`src/design/icsp_pkg.sv`:
```
// Shared types, constants and a helper function for the IP-classifier stride prefetcher.
// No dependencies; the front end, back end and top-level files refer to this package by scoped names.
`timescale 1ns / 1ps

package icsp_pkg;

    // Table geometry and address split.
    localparam int INDEX_BITS  = 10;
    localparam int TAG_BITS    = 6;
    localparam int BLOCK_SHIFT = 6;
    localparam int PAGE_SHIFT  = 12;
    localparam int TABLE_DEPTH = 1 << INDEX_BITS;

    // Field widths.
    localparam int ADDR_W   = 64;
    localparam int META_W   = 13;
    localparam int CLASS_W  = 4;
    localparam int STRIDE_W = 7;
    localparam int DEG_W    = 5;

    // Configuration port.
    localparam int CFG_IDX_W  = 2;
    localparam int CFG_DATA_W = 5;
    localparam logic [CFG_IDX_W-1:0] CFG_DEGREE = 2'd0;
    localparam logic [CFG_IDX_W-1:0] CFG_SINGLE = 2'd1;

    // Degree limits.
    localparam logic [DEG_W-1:0] MAX_DEGREE = 5'd16;
    localparam logic [DEG_W-1:0] GS_DEGREE  = 5'd4;

    // Class codes carried in the metadata.
    localparam logic [CLASS_W-1:0] CLS_GS = 4'd1;
    localparam logic [CLASS_W-1:0] CLS_CS = 4'd2;
    localparam logic [CLASS_W-1:0] CLS_NL = 4'd4;

    // Metadata bit positions.
    localparam int META_SIGN_BIT  = 6;
    localparam int META_CLASS_LSB = 8;
    localparam int META_SPEC_BIT  = 12;

    // Input queue between front and back.
    localparam int QDEPTH = 2;
    localparam int QPTR_W = $clog2(QDEPTH);

    typedef struct packed {
        logic                  valid;
        logic [TAG_BITS-1:0]   tag;
        logic [CLASS_W-1:0]    cls;
        logic [STRIDE_W-1:0]   stride;
    } t_entry;

    localparam int ENTRY_W = $bits(t_entry);

    typedef struct packed {
        logic [ADDR_W-1:0]     addr;
        logic [META_W-1:0]     meta;
        logic                  fill;
        logic [TAG_BITS-1:0]   tag;
        logic [INDEX_BITS-1:0] idx;
        logic [CLASS_W-1:0]    new_class;
        logic [STRIDE_W-1:0]   new_stride;
    } t_item;

    typedef struct packed {
        logic              pf_valid;
        logic [ADDR_W-1:0] pf_addr;
        logic [META_W-1:0] meta_out;
        logic              last;
    } t_result;

    typedef struct packed {
        logic [DEG_W-1:0] degree;
        logic             single_core;
    } t_cfg;

    typedef enum logic [1:0] {
        ST_CLEAR,
        ST_IDLE,
        ST_EVAL,
        ST_EMIT
    } t_state;

    typedef enum logic [1:0] {
        KIND_NONE,
        KIND_NL,
        KIND_STRIDE
    } t_kind;

    // Sign-magnitude stride of the metadata to two's complement.
    function automatic logic [STRIDE_W-1:0] encode_stride(input logic [META_W-1:0] meta);
        logic [STRIDE_W-1:0] mag;
        mag = {1'b0, meta[STRIDE_W-2:0]};
        if (meta[META_SIGN_BIT]) begin
            return STRIDE_W'(-mag);
        end
        return mag;
    endfunction

endpackage

```
`src/design/icsp_front.sv`:
```
// Front end: accepts cache accesses, splits the instruction pointer and metadata,
// and holds them in a short queue for the back end. Depends on icsp_pkg.
`timescale 1ns / 1ps

module icsp_front (
    input  logic                                i_clk,
    input  logic                                i_rst_n,
    input  logic                                i_push,
    output logic                                o_full,
    input  logic [icsp_pkg::ADDR_W-1:0]         i_access_addr,
    input  logic [icsp_pkg::ADDR_W-1:0]         i_instr_ptr,
    input  logic                                i_is_prefetch_fill,
    input  logic [icsp_pkg::META_W-1:0]         i_meta_in,
    input  logic                                i_hold,
    output logic                                o_head_valid,
    output icsp_pkg::t_item                     o_head,
    input  logic                                i_head_pop
);

    icsp_pkg::t_item                 r_q [icsp_pkg::QDEPTH];
    logic [icsp_pkg::QPTR_W-1:0]     r_wp;
    logic [icsp_pkg::QPTR_W-1:0]     r_rp;
    logic [icsp_pkg::QPTR_W:0]       r_cnt;
    icsp_pkg::t_item                 dec;
    logic                            wr_ok;
    logic                            rd_ok;

    always_comb begin
        dec.addr       = i_access_addr;
        dec.meta       = i_meta_in;
        dec.fill       = i_is_prefetch_fill;
        dec.tag        = i_instr_ptr[icsp_pkg::INDEX_BITS +: icsp_pkg::TAG_BITS];
        dec.idx        = i_instr_ptr[icsp_pkg::INDEX_BITS-1:0];
        dec.new_class  = i_meta_in[icsp_pkg::META_CLASS_LSB +: icsp_pkg::CLASS_W];
        dec.new_stride = icsp_pkg::encode_stride(i_meta_in);
    end

    // The queue stays closed while the table is being cleared.
    assign o_full       = (r_cnt == (icsp_pkg::QPTR_W+1)'(icsp_pkg::QDEPTH)) || i_hold;
    assign o_head_valid = (r_cnt != '0);
    assign o_head       = r_q[r_rp];
    assign wr_ok        = i_push && !o_full;
    assign rd_ok        = i_head_pop && o_head_valid;

    always_ff @(posedge i_clk) begin
        if (wr_ok) begin
            r_q[r_wp] <= dec;
        end
    end

    always_ff @(posedge i_clk) begin
        if (!i_rst_n) begin
            r_wp  <= '0;
            r_rp  <= '0;
            r_cnt <= '0;
        end else begin
            if (wr_ok) begin
                r_wp <= r_wp + 1'b1;
            end
            if (rd_ok) begin
                r_rp <= r_rp + 1'b1;
            end
            r_cnt <= r_cnt + (icsp_pkg::QPTR_W+1)'(wr_ok) - (icsp_pkg::QPTR_W+1)'(rd_ok);
        end
    end

endmodule

```
`config.mk`:
```
export PLATFORM = sky130hd
export DESIGN_NAME = icsp_front
export DESIGN_NICKNAME = d
export VERILOG_FILES = /design/src/design/icsp_pkg.sv /design/src/design/icsp_front.sv
export SDC_FILE = /design/constraint.sdc
export NUM_CORES = 1
export LEC_CHECK = 0
export BUFFER_PORTS_ARGS = -buffer_cell sky130_fd_sc_hd__buf_2
export CAP_MARGIN = 20
export CORE_MARGIN = 2
export CORE_UTILIZATION = 56
export CTS_BUF_LIST = sky130_fd_sc_hd__clkbuf_8
export CTS_CLUSTER_SIZE = 14
export DETAILED_ROUTE_END_ITERATION = 10
export PLACE_DENSITY = 0.85
export SETUP_SLACK_MARGIN = 0.1
export SYNTH_ARGS = -nofsm -noshare
export SYNTH_HDL_FRONTEND = slang
export SYNTH_SLANG_ARGS = --single-unit
export TNS_END_PERCENT = 1
```
`constraint.sdc`:
```
create_clock -name i_clk -period 14.05 [get_ports i_clk]
set_clock_uncertainty 0.15 [all_clocks]
set_input_delay 4.215 -clock i_clk [delete_from_list [all_inputs] [get_ports i_clk]]
set_output_delay 4.215 -clock i_clk [all_outputs]
set_load 0.005 [all_outputs]
```
======== Word-level counts from Yosys, hierarchy flattened ========
Memory sizes are Yosys's and may differ from the RTL's. A register that Yosys moved wholly into a read port is not among the register bits.
Cells that the tools add are included.
storage, ports and cells
  memories kept ........................... 1
  word-level logic and storage cells ...... 22
  bits in read-only memories .............. 0
  output and inout port bits .............. 107
  flip-flop bits (word level) ............. 4
  memory bits (writable) .................. 210
  bits in latches ......................... 0
  bits of input ports ..................... 147
cells by class
  equality and inequality tests ........... 1
  muxes and demuxes ....................... 7
  magnitude comparators ................... 0
  reduce and logical (&&, ||, !) cells .... 5
  bitwise logic cells ..................... 0
  div/mod/pow operators ................... 0
  add/sub/neg operators ................... 5
  shifts and indexed selects .............. 0
  multiply operators ...................... 0
memory list
  memory  words  width  read ports  clocked after memory_dff  write ports  RTL line          source
  r_q     2      105    1           1                         1            icsp_front.sv:20  icsp_pkg::t_item r_q [icsp_pkg::QDEPTH];
operators by type and width
  operator                                     number
  7-bit two-way mux                            2
  6-bit negator with 7-bit output              1
  1-bit two-way mux                            5
  1-bit adder, second input constant           2
  2-bit by 1-bit adder with 2-bit output       1
  2-bit == test, second input constant         1
  1-bit logical AND                            2
  2-bit nonzero test                           1
  2-bit by 1-bit subtractor with 2-bit output  1
  1-bit logical NOT                            1
  1-bit logical OR                             1

======== Logic depth before layout (Yosys ltp) ========
  word-level depth ........................ 6
  depth in mapped cells ................... 9
  mapped depth without buffers ............ 8

======== Worst setup path before layout ========
No wires, ideal clock.
  kind .................................... input-to-reg
  start point ............................. input port i_hold
  end point ............................... memory r_q[0][100] (netlist bit), enable pin
  stages on the path ...................... 3
  buffers on the path ..................... 1
  path slack .............................. 4.438 ns
  arrival time ............................ 8.901 ns
  setup time .............................. 0.560 ns
  cells stage by stage .................... or3b_1 -> buf_2 -> nor2_1
on the way
  word-level cells in the longest chain between the ends .. 5
RTL lines
  element                                  RTL line          source
  start: declaration                       icsp_front.sv:14  input logic i_hold,
  1-bit logical OR                         icsp_front.sv:39  assign o_full = (r_cnt == (icsp_pkg::QPTR_W+1)'(icsp_pkg::QDEPTH)) || i_hold;
  1-bit logical NOT                        icsp_front.sv:42  assign wr_ok = i_push && !o_full;
  1-bit logical AND                        icsp_front.sv:42
  1-bit two-way mux                        icsp_front.sv:46  if (wr_ok) begin
  1-bit two-way mux (implied by the code)  icsp_front.sv:47  r_q[r_wp] <= dec;
  end: declaration                         icsp_front.sv:20
No other way between the ends.

======== Worst setup path in the final report ========
  start point ............................. input port i_hold
  end point ............................... output port o_full
on the way
  word-level cells in the longest chain between the ends .. 1
RTL lines
  element           RTL line          source
  1-bit logical OR  icsp_front.sv:39
  end: declaration  icsp_front.sv:9   output logic o_full,
No other way between the ends.

==> impl_metrics.yaml <==
synthesis:
  synth_commonest_cells: "200 x edfxtp_1, 100 x mux2_2, 12 x buf_2, 6 x inv_1"
  seq_area_frac_synth_pct: 80.4
  syn_area_um2: 7590
  synth.most_common_cell: "edfxtp_1"
  avgSynthCellArea_um2: 21.0
  synth_cell_types: 23
  synth_seq_cells: 205
  yosysTopAreaCell: "edfxtp_1"
  netlist_top_cells_area: "edfxtp_1 79%, mux2_2 15%, dfxtp_1 1.3%"
  synth_edf_count: 200
  syn-instance-count: 361
  syn-num-nets: 511
  ys.flop_type: "edfxtp_1"
  yosys_warnings: 0
  synth.top_cell.area_share_pct: 79.1
  async_flop_share_pct: 0
min_path:
  hold_depth: 2
  hold_end: "r_wp"
  hold_path_class: "flip-flop to flip-flop"
  hold_path.startpoint: "r_wp"
sta:
  period_needed_ps: 9080
  fmax_ghz: 0.110
  rsz0062_at_grt: "false"
  hold_viol: 0
  setup_violations: 0
  setup_tns_ps: 0
  drv_slew: 0
  tightest_slew_ps: 703
  max-slew-margin-rel_pct: 53.1
  fin_crit_sh_pct: 64.6
die:
  die_w_um: 120
  num_rows: 42
  io_pins: 254
  core_area_um2: 13200
  die_h_um: 120
  dieArea_um2: 14500
  initial_core_util_pct: 57.3
power_and_ir_drop:
  netSwitchingPower_uw: 372
  p_comb_share_pct: 20.8
  ir_drop_uv: 118
  pwr-share-clk_pct: 27.6
  seqPwrFrac_pct: 51.6
  p_int_uw: 1110
  swShare_pct: 25.2
  total_leakage_power_uw: 0.00352
  p_per_area_nw_per_um2: 159
place:
  dpl.hpwl_mm: 8.84
  port_buffers: 205
  place_congestion: 0.750
  dp_cells: 730
drt:
  wl_per_cell_um: 17.3
  drtIter0Drc: 272
  drc: 0
  via_per_inst: 5.09
  dr_total_vias: 4004
  drt_wl_total_mm: 13.6
  firstDrtPassIters: 5
  ant_nets: 0
clock_network:
  clk_latency_ps: 520
  cts_sinks: 205
  cts_made_buffers: 31
  tritoncts: "done"
  holdBufCountCts: 0
  cts_resized: 0
  post-cts-setup-buffer-count: 0
  max-clock-path-buffers: 3
  clock-root-buffer: "clkbuf_8"
  clk_pin_slew_ps: 50
  cts_max_level: 1
cells_and_area:
  utilization_pct: 70.4
  fillers: 897
  instances_no_fill: 786
  layout.nets: 737
  area_growth_pct: 22.9
  register_area_um2: 6110
  multi_input_area_um2: 1380
  antenna_cells: 0
  layout-drive-gt1-share_pct: 58.0
critical_path:
  crit_chain: "buf_2 -> or2_2 -> buf_2"
  rr_startpoint: "r_cnt[0]"
  r2r-end: "r_q[0][75]"
  cp_slowest_cell: "or2_2"
  start_kind: "primary input"
  endpoint_kind: "primary output"
  critPathMostFrequentCell: "buf_2"
  path_class: "primary input to primary output"
  cp_max_fo: 2
  max_stage_delay_ps: 270
  r2r_cells: 4
  worstPathRequired_ps: 9680
  r2r_slack_ps: 11850
  cp.arrival_ps: 4710
global_route:
  grt_pass1_vias: 4282
  grt_pass1_wl_mm: 20.7
  grt_use_total_pct: 18.3
  grt_remaining_overflow: 0
  antenna_found_initial: 0
  grt_start_max_net_pins: 56
status:
  status: "complete, no violations"
flow_run:
  maxCapViolations: 0
-- layout by cell type (no fill, tap or decap), types with 2 or more instances in the layout --
| cell | count |
|---|---|
| nor2_1 | 3 |
| xnor2_1 | 4 |
| xor2_1 | 2 |
| ha_1 | 3 |
| o31a_1 | 2 |
| nor2_4 | 2 |
| nand2_1 | 4 |
| or2_2 | 2 |
| dfxtp_1 | 4 |
| clkinv_2 | 5 |
| buf_2 | 205 |
| o31ai_1 | 2 |
| edfxtp_1 | 200 |
| mux2_2 | 100 |
| inv_1 | 17 |
| clkinv_1 | 8 |
| clkbuf_8 | 31 |
| buf_4 | 5 |
-- cell type report --
| cell class | instances | area share [%] |
|---|---|---|
| Timing Repair Buffer | 210 | 11.4 |
| Multi-Input combinational cell | 133 | 14.8 |
| Sequential cell | 205 | 65.5 |
| Inverter | 6 | 0.241 |
| Tap cell | 176 | 2.36 |
| Clock inverter | 25 | 1.11 |
| Clock buffer | 31 | 4.57 |
-- stage by stage --
step	total power, uW	cell area, um2	hold slack, ps	setup slack (ps)
after detailed placement	1090	8800	357	4970
final	1480	9330	366	4970
after global placement	1070	8800	342	4960
after global routing	1550	9330	404	4950
after CTS	1500	9330	365	4970
after floorplan	962	7590	301	4440
-- power by group through the flow --
stage          sequential (uW)  combinational [uW]  clock (uW)
3_5_place_dp               776                 310           0
3_3_place_gp               772                 302           0
5_1_grt                    770                 334         446
4_1_cts                    763                 313         422
2_1_floorplan              758                 204           0
6_report                   762                 308         409
-- critical path: cells and delay by family --
family        cells  cell delay (ps)
buf+inv           2              230
simple gates      1              270
-- routing by layer --
| layer | vias to the layer above | share of wire, % | track usage (%) |
|---|---|---|---|
| met1 | 1969 | 36 | 20.4 |
| met5 | - | 0 | 0 |
| met3 | 22 | 7.4 | 4.39 |
| met2 | 153 | 55 | 34.2 |
| li1 | 1860 | - | - |
| met4 | 0 | 2.1 | 6.32 |
-- cells by family after synthesis --
| family | count (synthesis) | share of synthesized area [%] |
|---|---|---|
| compound gates | 6 | 0.593 |
| xor+xnor | 6 | 0.692 |
| fa+ha+maj | 3 | 0.495 |
| buf+inv | 23 | 1.58 |
| flops | 205 | 80.4 |
| mux | 101 | 15.0 |
| simple gates | 17 | 1.24 |
-- registers in the layout (all words and copies together), names as in the netlist, named ones only --
signal and count:
r_rp 1, r_wp 1, r_cnt 2, r_q 200
-- worst max path at each step --
stage | startpoint | end | slack (ps) | depth (start not counted)
3_5_place_dp | i_hold | o_full | 4970 | 3
4_1_cts | i_hold | o_full | 4970 | 3
2_1_floorplan | i_hold | r_q[0][100] | 4440 | 3
6_report | i_hold | o_full | 4970 | 3
5_1_grt | i_hold | o_full | 4950 | 3
3_3_place_gp | i_hold | o_full | 4960 | 3
(Power assumes the default switching activity.)
